--- src/hdl/mmf_pkg.sv ---
`timescale 1ns / 1ps
// ----------------------------------------------------------------------------
// MIDI message framer package
// Shared widths, codes, result type, pointer helper and data byte count helper.
// ----------------------------------------------------------------------------
package mmf_pkg;

    localparam int ADDR_BITS  = 13;
    localparam int END_BITS   = ADDR_BITS + 1;
    localparam int BYTE_BITS  = 8;
    localparam int CFG_IDX_W  = 2;
    localparam int CFG_DATA_W = END_BITS;
    localparam int TDATA_W    = 56;
    localparam int TUSER_W    = 2;
    localparam int QUEUE_DEPTH = 3;

    localparam logic [CFG_IDX_W-1:0] CFG_RING_START = 2'd0;
    localparam logic [CFG_IDX_W-1:0] CFG_RING_END   = 2'd1;

    localparam logic [ADDR_BITS-1:0] RING_START_RST = ADDR_BITS'(32);
    localparam logic [END_BITS-1:0]  RING_END_RST   = END_BITS'(4084);

    localparam logic [7:0] SYSEX_START  = 8'hf0;
    localparam logic [7:0] SYSEX_END    = 8'hf7;
    localparam logic [7:0] SONG_POS     = 8'hf2;
    localparam logic [7:0] MTC_QUARTER  = 8'hf1;
    localparam logic [7:0] SONG_SELECT  = 8'hf3;
    localparam logic [7:0] SYSEX_LEAD   = 8'h7d;
    localparam logic [7:0] IRQ_COUNT    = 8'h84;
    localparam logic [7:0] LEAD_COUNT   = 8'h80;

    typedef enum logic [2:0] {
        MODE_IDLE  = 3'b001,
        MODE_MSG   = 3'b010,
        MODE_SYSEX = 3'b100
    } mode_t;

    typedef struct packed {
        logic [7:0]           out_byte;
        logic [ADDR_BITS-1:0] out_addr;
        logic                 last;
        logic                 msg_done;
        logic [ADDR_BITS-1:0] write_index;
        logic                 irq_valid;
        logic [7:0]           irq_code;
        logic [7:0]           sysex_errors;
    } res_t;

    function automatic logic [ADDR_BITS-1:0] next_ptr(
        input logic [ADDR_BITS-1:0] addr,
        input logic [ADDR_BITS-1:0] ring_start,
        input logic [END_BITS-1:0]  ring_end
    );
        logic [END_BITS-1:0] inc;
        inc = {1'b0, addr} + END_BITS'(1);
        if (inc >= ring_end)
        begin
            return ring_start;
        end
        return inc[ADDR_BITS-1:0];
    endfunction

    function automatic logic [1:0] data_count(input logic [7:0] b);
        logic [1:0] cnt;
        cnt = 2'd0;
        case (b[7:4])
            4'h8, 4'h9, 4'ha, 4'hb, 4'he: cnt = 2'd2;
            4'hc, 4'hd:                   cnt = 2'd1;
            4'hf:
            begin
                if (b == SONG_POS)
                begin
                    cnt = 2'd2;
                end
                else if (b == MTC_QUARTER || b == SONG_SELECT)
                begin
                    cnt = 2'd1;
                end
            end
            default: cnt = 2'd0;
        endcase
        return cnt;
    endfunction

endpackage

--- src/hdl/midi_message_framer_core.sv ---
`timescale 1ns / 1ps
// ----------------------------------------------------------------------------
// MIDI message framer core
// Frames received MIDI bytes into whole messages with ring buffer addresses.
// ----------------------------------------------------------------------------
// Channel | Direction | Contents
// s_*     | in        | tdata[7:0] rx_byte
// m_*     | out       | tdata: stored byte, addresses, interrupt code, error count;
//         |           | tuser: msg_done, irq_valid; tlast: last result of the byte
// cfg_*   | in        | cfg_index selects ring_start or ring_end, cfg_data the value
//
// A byte is parsed in the cycle of its transfer and its results enter a
// three-entry result queue; the queue head drives the m_* channel.
// One result leaves per cycle while m_tready is high; a byte gives one result,
// none when it is dropped, or two when a running status byte is reinserted ahead of it.
// Input is taken while the queue holds at most one result, so a stalled
// output side holds back the input. Reset empties the queue and clears parser state.
// ----------------------------------------------------------------------------
module midi_message_framer_core (
    input  logic                                clk,
    input  logic                                rst_n,
    input  logic                                s_tvalid,
    output logic                                s_tready,
    input  logic [7:0]                          s_tdata,   // [7:0] rx_byte
    output logic                                m_tvalid,
    input  logic                                m_tready,
    // [7:0] out_byte, [20:8] out_addr, [33:21] write_index,
    // [41:34] irq_code, [49:42] sysex_errors, [55:50] zero
    output logic [mmf_pkg::TDATA_W-1:0]         m_tdata,
    output logic [mmf_pkg::TUSER_W-1:0]         m_tuser,   // [0] msg_done, [1] irq_valid
    output logic                                m_tlast,
    input  logic                                cfg_valid,
    output logic                                cfg_ready,
    input  logic [mmf_pkg::CFG_IDX_W-1:0]       cfg_index,
    input  logic [mmf_pkg::CFG_DATA_W-1:0]      cfg_data
);
    import mmf_pkg::*;

    logic [ADDR_BITS-1:0] ring_start_reg;
    logic [END_BITS-1:0]  ring_end_reg;
    mode_t                mode_reg, mode_next;
    logic [1:0]           data_left_reg, data_left_next;
    logic [7:0]           running_reg, running_next;
    logic [7:0]           sysex_cnt_reg, sysex_cnt_next;
    logic [ADDR_BITS-1:0] wptr_reg, wptr_next;
    logic [7:0]           err_cnt_reg, err_cnt_next;
    res_t                 queue_reg [QUEUE_DEPTH];
    res_t                 queue_next [QUEUE_DEPTH];
    logic [1:0]           count_reg, count_next;

    logic                 in_xfer;
    logic                 out_xfer;
    logic [1:0]           n_res;
    res_t                 res0, res1;
    logic [1:0]           base;
    logic [ADDR_BITS-1:0] ptr1, ptr2;
    logic [7:0]           b;
    logic [7:0]           cnt_inc;
    logic                 done;
    logic                 irq;
    logic [1:0]           cnt;
    res_t                 shifted [QUEUE_DEPTH];

    assign cfg_ready = 1'b1;
    assign s_tready  = (count_reg < 2'd2);
    assign m_tvalid  = (count_reg != 2'd0);
    assign in_xfer   = s_tvalid && s_tready;
    assign out_xfer  = m_tvalid && m_tready;
    assign b         = s_tdata;
    assign ptr1      = next_ptr(wptr_reg, ring_start_reg, ring_end_reg);
    assign ptr2      = next_ptr(ptr1, ring_start_reg, ring_end_reg);

    assign m_tdata = {6'd0, queue_reg[0].sysex_errors, queue_reg[0].irq_code,
                      queue_reg[0].write_index, queue_reg[0].out_addr,
                      queue_reg[0].out_byte};
    assign m_tuser = {queue_reg[0].irq_valid, queue_reg[0].msg_done};
    assign m_tlast = queue_reg[0].last;

    always_comb
    begin
        mode_next      = mode_reg;
        data_left_next = data_left_reg;
        running_next   = running_reg;
        sysex_cnt_next = sysex_cnt_reg;
        err_cnt_next   = err_cnt_reg;
        n_res          = 2'd0;
        cnt_inc        = sysex_cnt_reg + 8'd1;
        done           = 1'b0;
        irq            = 1'b0;
        cnt            = data_count(b);

        res0              = '0;
        res0.out_byte     = b;
        res0.out_addr     = wptr_reg;
        res0.write_index  = ptr1;
        res0.last         = 1'b1;
        res0.sysex_errors = err_cnt_reg;
        res1              = '0;
        res1.out_byte     = b;
        res1.out_addr     = ptr1;
        res1.write_index  = ptr2;
        res1.last         = 1'b1;
        res1.sysex_errors = err_cnt_reg;

        case (mode_reg)
            MODE_SYSEX:
            begin
                sysex_cnt_next = (b == SYSEX_LEAD && cnt_inc == 8'd1) ? LEAD_COUNT : cnt_inc;
                irq  = (sysex_cnt_next == IRQ_COUNT);
                done = b[7];
                if (b[7] && b != SYSEX_END)
                begin
                    err_cnt_next = err_cnt_reg + 8'd1;
                end
                if (done)
                begin
                    mode_next = MODE_IDLE;
                end
                n_res             = 2'd1;
                res0.msg_done     = done;
                res0.irq_valid    = irq;
                res0.irq_code     = irq ? b : 8'd0;
                res0.sysex_errors = err_cnt_next;
            end
            MODE_MSG:
            begin
                done           = (data_left_reg <= 2'd1);
                data_left_next = done ? 2'd0 : data_left_reg - 2'd1;
                if (done)
                begin
                    mode_next = MODE_IDLE;
                end
                n_res         = 2'd1;
                res0.msg_done = done;
            end
            default:
            begin
                if (b[7])
                begin
                    if (b[7:4] inside {4'h9, 4'hb, 4'he})
                    begin
                        running_next = b;
                    end
                    if (b[7:4] == 4'hf && b[3] == 1'b0)
                    begin
                        running_next = 8'd0;
                    end
                    n_res = 2'd1;
                    if (cnt != 2'd0)
                    begin
                        mode_next      = MODE_MSG;
                        data_left_next = cnt;
                    end
                    else if (b == SYSEX_START)
                    begin
                        mode_next      = MODE_SYSEX;
                        sysex_cnt_next = 8'd0;
                    end
                    else
                    begin
                        mode_next     = MODE_IDLE;
                        res0.msg_done = 1'b1;
                    end
                end
                else if (running_reg != 8'd0)
                begin
                    n_res          = 2'd2;
                    res0.out_byte  = running_reg;
                    res0.last      = 1'b0;
                    mode_next      = MODE_MSG;
                    data_left_next = 2'd1;
                end
                else
                begin
                    mode_next = mode_reg;
                end
            end
        endcase
    end

    always_comb
    begin
        base       = count_reg - {1'b0, out_xfer};
        count_next = base + (in_xfer ? n_res : 2'd0);
        for (int i = 0; i < QUEUE_DEPTH; i++)
        begin
            if (out_xfer && i < QUEUE_DEPTH - 1)
            begin
                shifted[i] = queue_reg[i + 1];
            end
            else
            begin
                shifted[i] = queue_reg[i];
            end
            queue_next[i] = shifted[i];
            if (in_xfer && n_res != 2'd0 && 2'(i) == base)
            begin
                queue_next[i] = res0;
            end
            if (in_xfer && n_res == 2'd2 && 2'(i) == base + 2'd1)
            begin
                queue_next[i] = res1;
            end
        end
        if (!in_xfer)
        begin
            wptr_next = wptr_reg;
        end
        else if (n_res == 2'd2)
        begin
            wptr_next = ptr2;
        end
        else if (n_res == 2'd1)
        begin
            wptr_next = ptr1;
        end
        else
        begin
            wptr_next = wptr_reg;
        end
    end

    always_ff @(posedge clk or negedge rst_n)
    begin
        if (!rst_n)
        begin
            ring_start_reg <= RING_START_RST;
            ring_end_reg   <= RING_END_RST;
            mode_reg       <= MODE_IDLE;
            data_left_reg  <= 2'd0;
            running_reg    <= 8'd0;
            sysex_cnt_reg  <= 8'd0;
            wptr_reg       <= RING_START_RST;
            err_cnt_reg    <= 8'd0;
            count_reg      <= 2'd0;
        end
        else
        begin
            if (cfg_valid && cfg_ready)
            begin
                case (cfg_index)
                    CFG_RING_START: ring_start_reg <= cfg_data[ADDR_BITS-1:0];
                    CFG_RING_END:   ring_end_reg   <= cfg_data;
                    default:        ring_end_reg   <= ring_end_reg;
                endcase
            end
            if (in_xfer)
            begin
                mode_reg      <= mode_next;
                data_left_reg <= data_left_next;
                running_reg   <= running_next;
                sysex_cnt_reg <= sysex_cnt_next;
                err_cnt_reg   <= err_cnt_next;
            end
            wptr_reg  <= wptr_next;
            count_reg <= count_next;
        end
    end

    always_ff @(posedge clk)
    begin
        for (int i = 0; i < QUEUE_DEPTH; i++)
        begin
            queue_reg[i] <= queue_next[i];
        end
    end

endmodule

--- config.mk ---
export PLATFORM = sky130hd
export DESIGN_NAME = midi_message_framer_core
export DESIGN_NICKNAME = d
export VERILOG_FILES = /design/src/hdl/mmf_pkg.sv /design/src/hdl/midi_message_framer_core.sv
export SDC_FILE = /design/constraint.sdc
export NUM_CORES = 1
export LEC_CHECK = 0
export BUFFER_PORTS_ARGS = -buffer_cell sky130_fd_sc_hd__buf_2
export CAP_MARGIN = 15
export CORE_MARGIN = 5
export CORE_UTILIZATION = 40
export DETAILED_ROUTE_END_ITERATION = 10
export GPL_TIMING_DRIVEN = 0
export PLACE_DENSITY_LB_ADDON = 0.3
export SYNTH_ARGS = -nofsm -noshare
export SYNTH_HDL_FRONTEND = slang
export SYNTH_SLANG_ARGS = --single-unit
export TNS_END_PERCENT = 30
--- constraint.sdc ---
create_clock -name clk -period 8 [get_ports clk]
set_clock_uncertainty 0.05 [all_clocks]
set_input_delay 0.8 -clock clk [delete_from_list [all_inputs] [get_ports clk]]
set_output_delay 0.8 -clock clk [all_outputs]
set_load 0.1 [all_outputs]
# --- After elaboration in Yosys (flattened, before gate mapping) ---
# Memories as Yosys holds them, arrays and structs flattened.
# Index checks and enable logic that the tools add are counted.
word_totals:
  reg_bits: 71
  ramBits: 159
  in_bits: 29
  n_memories: 1
op_classes:
  n_addsub: 8
  magnitude_cmp: 4
  eq_ne: 29
  n_mux: 55
  bitwise: 4
  reduce_logical: 38
mem_list:
  columns: ["memory", "words", "width", "read_ports", "rd_clocked_by_memory_dff", "wr", "line_no", "text"]
  rows:
  - ["queue_reg", 3, 53, 3, 0, 3, "midi_message_framer_core.sv:47", "res_t queue_reg [QUEUE_DEPTH];"]
ops:
  columns: ["op", "count"]
  rows:
  - ["53-bit two-way mux", 8]
  - ["8-bit two-way mux", 11]
  - ["13-bit two-way mux", 6]
  - ["8-bit == test (second input constant)", 5]
  - ["4-bit == test (second input constant)", 8]
  - ["13-bit by 1-bit adder with 14-bit output (second input constant)", 2]
  - ["14-bit >= comparator", 2]
  - ["2-bit two-way mux", 9]
  - ["3-bit two-way mux", 6]
  - ["17-bit two-way mux", 1]
  - ["8-bit by 1-bit adder with 8-bit output (second input constant)", 2]
  - ["8-bit case mux with 2 select lines", 1]
  - ["2-bit nonzero test", 7]
  - ["1-bit logical AND", 13]
  - ["4-bit AND reduction", 3]
  - ["1-bit two-way mux", 9]
  - ["8-bit by 1-bit == test with 1-bit output (second input constant)", 1]
  - ["8-bit by 7-bit == test with 1-bit output (second input constant)", 1]
  - ["8-bit inequality test (second input constant)", 1]
  - ["2-bit AND reduction", 4]
  - ["8-bit nonzero test", 1]
  - ["2-bit logical NOT", 3]
  - ["2-bit case mux with 3 select lines", 1]
  - ["3-bit case mux with 2 select lines", 1]
  - ["23 further kinds", 32]

# --- Logic depth before layout (Yosys ltp) ---
# Gate-level depths: netlist (run 1).
depth:
  ltp_word: 11
  ltp_mapped: 30
  depth_no_buf: 27

# --- Worst setup path before layout (run 1) ---
# No wires, ideal clock.
synth_timing:
  path_kind: "register -> register"
  start: "register wptr_reg[0]"
  end: "memory queue_reg[0][134] (netlist name) (data pin)"
  arrival_ns: 5.907
  t_required_ns: 7.691
  setup_slack_ns: 1.784
  stages_incl_launch_ff: 28
  cell_sequence: "dfrtp_1 -> ha_1 -> nand3_1 -> nor4_1 -> xor2_1 -> ha_1 -> a21oi_1 -> nand2_1 -> a221oi_4 -> nand2_1 -> mux2i_1 -> inv_1 -> ha_1 -> nand2_1 -> nor2_1 -> and3_1 -> a31o_2 -> xnor2_2 -> inv_1 -> ha_1 -> a21oi_1 -> a21oi_1 -> a211o_1 -> a221o_1 -> clkbuf_1 -> clkbuf_1 -> and3_1 -> a211o_1"
synth_lines:
  columns: ["element", "line_no", "text"]
  rows:
  - ["start: declaration", "midi_message_framer_core.sv:45", "logic [ADDR_BITS-1:0] wptr_reg, wptr_next;"]
  - ["start signal: assignment", "midi_message_framer_core.sv:255", "wptr_reg <= wptr_next;"]
  - ["end: declaration", "midi_message_framer_core.sv:47", null]

==> out/results.txt, run 1 <==
Final Hold Viols -> 0
register area -> 0.00624 mm2
Pins Over Slew Limit -> 0
Yosys warnings -> 0
Post-synth EDFFs -> 126
Final Cycle Share -> 96.3%
Synth Area in Simple Gates -> 16.4%
first-pass GRT wire length -> 67.1 mm
synthesis-to-layout area growth -> 15.3%
Clk pin slew, worst setup/hold paths -> 0.06 ns
TritonCTS buffer count -> 27
final setup violation count -> 0
Sw Pwr -> 3.19 mW
Max Cap Viol -> 0
drt first pass iters -> 6
crit-path max FO -> 10
Placement Setup Slack -> -0.304 ns
library cells used by synthesis -> 88
Mapped Area -> 0.0138 mm2
multi-input logic area -> 0.00661 mm2
main combinational cell family by area after synthesis -> compound AO/OA/AOI/OAI gates
Worst Hold Class -> input port to async pin
CORE AREA -> 0.0344 mm2
Pleak -> 6.40 nW
Max Fclk -> 0.130 GHz
Worst EP required -> 8.31 ns
crit-path max cell delay -> 0.52 ns
mean routed wirelength per cell -> 21.2 um
Post-synth top flop -> edfxtp_1
max FFs per register -> 159
Synth async-reset ratio -> 30.9%
detailed placement HPWL -> 32.1 mm
Compound-Gate Fraction of Synth Area -> 18.9%
Highest Signal Layer -> met4
CTS tree -> done
DR WL met3 -> 3.66 mm
status -> finished clean
residual DRC count -> 0
GRT Overall Usage -> 22.0%
crit path kind -> register to register
fin area -> 0.0160 mm2
layout cells sized above 1 -> 18.5%
largest net degree at the start of global routing -> 41
Layout Cells excl Fill -> 2075
RD Place Congestion -> 0.937
die height -> 196 um
Synth area leader -> edfxtp_1
met2 WL -> 20.2 mm
die area -> 0.0384 mm2
Avg Cell Area, Syn -> 9.37 um2
pwr dens -> 418 mW/mm2
# clock sinks -> 230
count leader, synth -> nand2_1
initial detailed-routing violation count -> 1242
Antenna Nets Post-Route -> 0
Worst-Skew Late Latency -> 0.56 ns
post-synth top area share -> 27.3%
Cells after DPL -> 2023
Adder-Cell Fraction of Synth Area -> 3.44%
Comb pwr share -> 52.2%
synth cell count leaders -> nand2_1 (208), edfxtp_1 (126), a21oi_1 (104), nor2_1 (92), clkbuf_1 (87)
Met1 Wirelength -> 18.4 mm
Starting Density -> 40.2%
Routed Wire Length -> 43.9 mm
ANT cells -> 0
IO Port Bufs -> 80
Setup TNS -> 0 ns
vias -> 12000
Switching Share -> 47.8%
Slowest cell on crit path -> a221o_1
CP Launch Type -> register
Peak VDD IR -> 313 uV
max_slew headroom -> 29.6%
Post-Synth XOR/XNOR Area -> 2.52%
DIE WIDTH -> 196 um
crit path DAT -> 8.02 ns
NumNets Final -> 1666
row cnt -> 68
Tmin final -> 7.71 ns
io pins -> 91
GRT overflow -> 0
Critical R2R Launch -> wptr_reg[0]
Pint -> 3.48 mW
sequential power share -> 28.1%
Cells after Synth -> 1477
Synth area leaders -> edfxtp_1 (27%), dfrtp_1 (11%), nand2_1 (5.6%)
#FFs+latches synth -> 230
H-tree level count -> 1
clock power share -> 19.7%
sequential area share after synthesis -> 45.1%
number of global-route vias before repair -> 11400
worst slew pin tran -> 1.05 ns
unrepaired setup endpoints after global routing -> false
vias per cell -> 5.80
DP Area -> 0.0149 mm2
Fill cells -> 3362
maximum clock path buffer count -> 3
CP endpoint kind -> register
worst setup path startpoint -> wptr_reg[0]
mux share of post-synthesis cell area -> 5.80%
Root Buffer -> clkbuf_16
initial antenna violation count -> 0
final worst setup slack -> 0.293 ns
Final Power -> 6.67 mW
cells by family (layout without fill, tap and decap cells):
group,after synthesis,after routing
AND/OR/NAND/NOR,481,481
AO/OA/AOI/OAI,396,396
flip-flops,230,230
buffers and inverters,219,357
multiplexers,72,72
XOR/XNOR,39,39
adder cells (fa/ha/maj),38,38
other,2,7
worst max-delay path, delay by kind of cell, from the launching register on:
family	cells	cell delay, ns
AOI/OAI and AO/OA	10	2.49
xor gates and xnor gates	2	0.56
adders and majority gates	4	1.33
buffers and inverters	3	0.61
DFF	1	0.45
muxes	1	0.29
and+or+nand+nor	8	1.74
cell usage in the layout (no fill, tap or decap), types with 27 or more instances in the layout:
cell,n
nor2_1,92
buf_4,66
o21ai_0,83
nand2_1,207
mux2_2,39
ha_1,38
edfxtp_1,126
and2_1,30
buf_2,92
inv_1,49
dfxtp_1,33
dfrtp_1,59
clkbuf_16,27
clkbuf_1,91
nand3_1,40
a21oi_1,104
a211oi_1,54
power by group through the flow:
stage                     sequential (mW)  clock [mW]  combinational, mW
final                                1.87        1.31               3.48
after global routing                 1.91        1.38               3.69
after CTS                            1.87        1.33               3.43
after detailed placement             1.89           0               3.40
after global placement               1.90           0               3.34
after floorplan                      1.85           0               2.58
path summary, 6_finish.rpt:
kind | endpoint | slack, ns | depth (start not counted)
worst max register to register | queue_reg[0][22] | 0.29 | 28
worst max-delay path | queue_reg[0][22] | 0.29 | 28
worst min-delay path | mode_reg[2] | 0.16 | 1
worst min register to register | queue_reg[0][136] | 0.42 | 2
max in group asynchronous | ring_end_reg[2] | 7.08 | 2
min in group clk | queue_reg[0][136] | 0.42 | 2
area by class of cell:
| class | instances | area share, % |
|---|---|---|
| clock buffers | 36 | 4.51 |
| multi-input cells | 1033 | 41.4 |
| clock inverters | 14 | 1.36 |
| repair buffers | 89 | 3.25 |
| flip-flops and latches | 230 | 39.1 |
| plain buffers | 166 | 5.57 |
| inverters | 52 | 1.22 |
| well taps | 455 | 3.57 |
per-layer routing:
layer,up-vias,GRT usage (%)
li1,5556,-
met4,0,7.58
met3,98,3.37
met1,5828,30.3
met2,560,35.4
met5,-,0
timing repair:
item                       in CTS  in global routing
hold buffers                    0                  0
buffers inserted                0                  3
setup endpoints to repair      35                 45
gates resized for setup         7                  6
pin swaps                       0                  2
metrics by stage:
stage	hold WS, ns	utilization, %
after global routing	0.197	46.4
final	0.164	46.4
after floorplan	0.371	-
after global placement	0.385	43.1
after CTS	0.165	46.3
after detailed placement	0.400	43.5
Power figures use the tool's default switching activity.
==> inputs of run 2 (changes only) <==
--- a/config.mk
+++ b/config.mk
@@ -5,6 +5,7 @@
 export SDC_FILE = /design/constraint.sdc
 export NUM_CORES = 1
 export LEC_CHECK = 0
+export ABC_AREA = 1
 export BUFFER_PORTS_ARGS = -buffer_cell sky130_fd_sc_hd__buf_2
 export CAP_MARGIN = 15
 export CORE_MARGIN = 5
==> out/results.txt, run 2 <==
vias per cell -> 5.20
Max Fclk -> 0.160 GHz
Max Cap Viol -> 0
residual DRC count -> 0
Post-synth top flop -> edfxtp_1
status -> finished clean
CP dominant cell by count -> inv_1
Worst EP required -> 8.21 ns
NumNets Final -> 1766
maximum clock path buffer count -> 3
detailed placement HPWL -> 27.9 mm
final worst setup slack -> 1.75 ns
vias -> 11200
buffers and inverters on the worst path -> 7
hold-fix buffers at CTS -> 0
initial antenna violation count -> 0
Worst-Skew Late Latency -> 0.53 ns
synth cell count leaders -> nand2_1 (366), o21ai_0 (194), inv_1 (163), edfxtp_1 (126), nor2_1 (99)
Switching Share -> 49.2%
count leader, synth -> nand2_1
die height -> 192 um
clock power share -> 17.6%
layout cells sized above 1 -> 17.1%
Setup TNS -> 0 ns
Critical R2R Launch -> wptr_reg[0]
Fill cells -> 3218
#FFs+latches synth -> 230
sequential power share -> 29.9%
die area -> 0.0367 mm2
Peak VDD IR -> 224 uV
Slowest cell on crit path -> dfrtp_1
DIE WIDTH -> 192 um
Post-CTS Resized -> 0
number of global-route vias before repair -> 10600
Synth area leader -> edfxtp_1
crit-path max FO -> 10
Met1 Wirelength -> 16.6 mm
final setup violation count -> 0
Comb pwr share -> 52.4%
Tmin final -> 6.25 ns
CORE AREA -> 0.0325 mm2
Starting Density -> 40.5%
RD Place Congestion -> 0.886
Reg2Reg Capture Point -> queue_reg[0][27]
DR WL met3 -> 3.11 mm
GRT overflow -> 0
CP Launch Type -> register
CTS tree -> done
pwr dens -> 433 mW/mm2
Pleak -> 6.51 nW
Post-synth EDFFs -> 126
register area -> 0.00624 mm2
Mapped Area -> 0.0132 mm2
max FFs per register -> 159
mean routed wirelength per cell -> 17.2 um
multi-input logic area -> 0.00557 mm2
most frequent cells in the layout -> nand2_1 (366), o21ai_0 (194), inv_1 (161)
# clock sinks -> 230
Synth area leaders -> edfxtp_1 (29%), dfrtp_1 (11%), nand2_1 (10%)
Sw Pwr -> 3.21 mW
Clk pin slew, worst setup/hold paths -> 0.06 ns
Root Buffer -> clkbuf_16
commonest non-fill, non-tap cell in the layout -> nand2_1
post-synth top area share -> 28.7%
Placement Setup Slack -> 1.78 ns
IO Port Bufs -> 82
crit path kind -> register to register
Yosys warnings -> 0
crit-path max cell delay -> 0.46 ns
Top delay family on crit path -> simple AND/OR/NAND/NOR gates
Cells after Synth -> 1581
crit path DAT -> 6.46 ns
Post-CTS Setup Bufs -> 0
Final Hold Viols -> 0
Avg Cell Area, Syn -> 8.34 um2
Highest Signal Layer -> met4
R2R depth -> 27
first-pass GRT wire length -> 58.4 mm
Pint -> 3.31 mW
max_slew headroom -> 40.3%
Worst Hold Class -> input port to async pin
ANT cells -> 0
Final Cycle Share -> 78.2%
Antenna Nets Post-Route -> 0
sequential area share after synthesis -> 47.3%
unrepaired setup endpoints after global routing -> false
H-tree level count -> 1
met2 WL -> 16.6 mm
CP endpoint kind -> register
worst slew pin tran -> 0.891 ns
library cells used by synthesis -> 55
Synth async-reset ratio -> 30.9%
io pins -> 91
initial detailed-routing violation count -> 1160
Routed Wire Length -> 37.2 mm
GRT Overall Usage -> 19.9%
synthesis-to-layout area growth -> 14.4%
Pins Over Slew Limit -> 0
TritonCTS buffer count -> 25
largest net degree at the start of global routing -> 68
drt first pass iters -> 5
row cnt -> 66
Worst R2R Setup Slack -> 1.75 ns
==> run 2: per-layer routing <==
metal	vias to the layer above	GRT usage, %
met2	488	31.7
met5	-	0
met4	0	5.08
met1	5196	28.6
met3	49	2.61
li1	5506	-
==> run 2: how the worst max path moves through the flow <==
| stage | start | to | slack [ns] | depth (start not counted) |
|---|---|---|---|---|
| finish | wptr_reg[0] | queue_reg[0][27] | 1.75 | 27 |
| CTS | wptr_reg[0] | queue_reg[0][27] | 1.78 | 27 |
| detailed placement | wptr_reg[0] | queue_reg[0][27] | 1.78 | 27 |
| global placement | wptr_reg[0] | queue_reg[0][27] | 1.80 | 27 |
| floorplan | wptr_reg[0] | queue_reg[0][28] | 3.14 | 31 |
| global route | wptr_reg[0] | queue_reg[0][27] | 1.28 | 27 |
==> run 2: power by group through the flow <==
stage                     Combinational, mW  Clock, mW  Sequential [mW]
after floorplan                        2.62          0             1.94
after global placement                 3.32          0             1.97
after detailed placement               3.38          0             1.97
after CTS                              3.40       1.16             1.95
after global routing                   3.70       1.22             1.99
final                                  3.42       1.15             1.95
==> run 2: cell type report <==
cell class                 count  share of cell area [%]
buffer                       125                    4.83
clock buffer                  37                    5.13
clock inverter                 9                   0.307
inverter                     176                    4.40
multi-input combinational   1055                    36.9
sequential                   230                    41.4
tap                          442                    3.67
timing repair buffer          86                    3.37
==> run 2: cells by family after synthesis <==
kind of cell	share of synthesized area (%)
AOI/OAI and AO/OA	15.8
xor gates and xnor gates	1.59
adders and majority gates	3.61
buffers and inverters	10.6
DFF	47.3
muxes	0.161
other	0.0570
and+or+nand+nor	20.9
==> run 2: per-stage QoR <==
step	cell area (um2)	utilization, %	instances	hold slack, ns	power (mW)
global route	15100	46.3	2160	0.0176	6.91
global placement	14200	43.5	2110	0.388	5.29
CTS	15000	46.3	2159	0.0160	6.51
finish	15100	46.3	2160	0.0302	6.52
floorplan	13200	-	1586	0.377	4.56
detailed placement	14200	43.7	2113	0.391	5.36
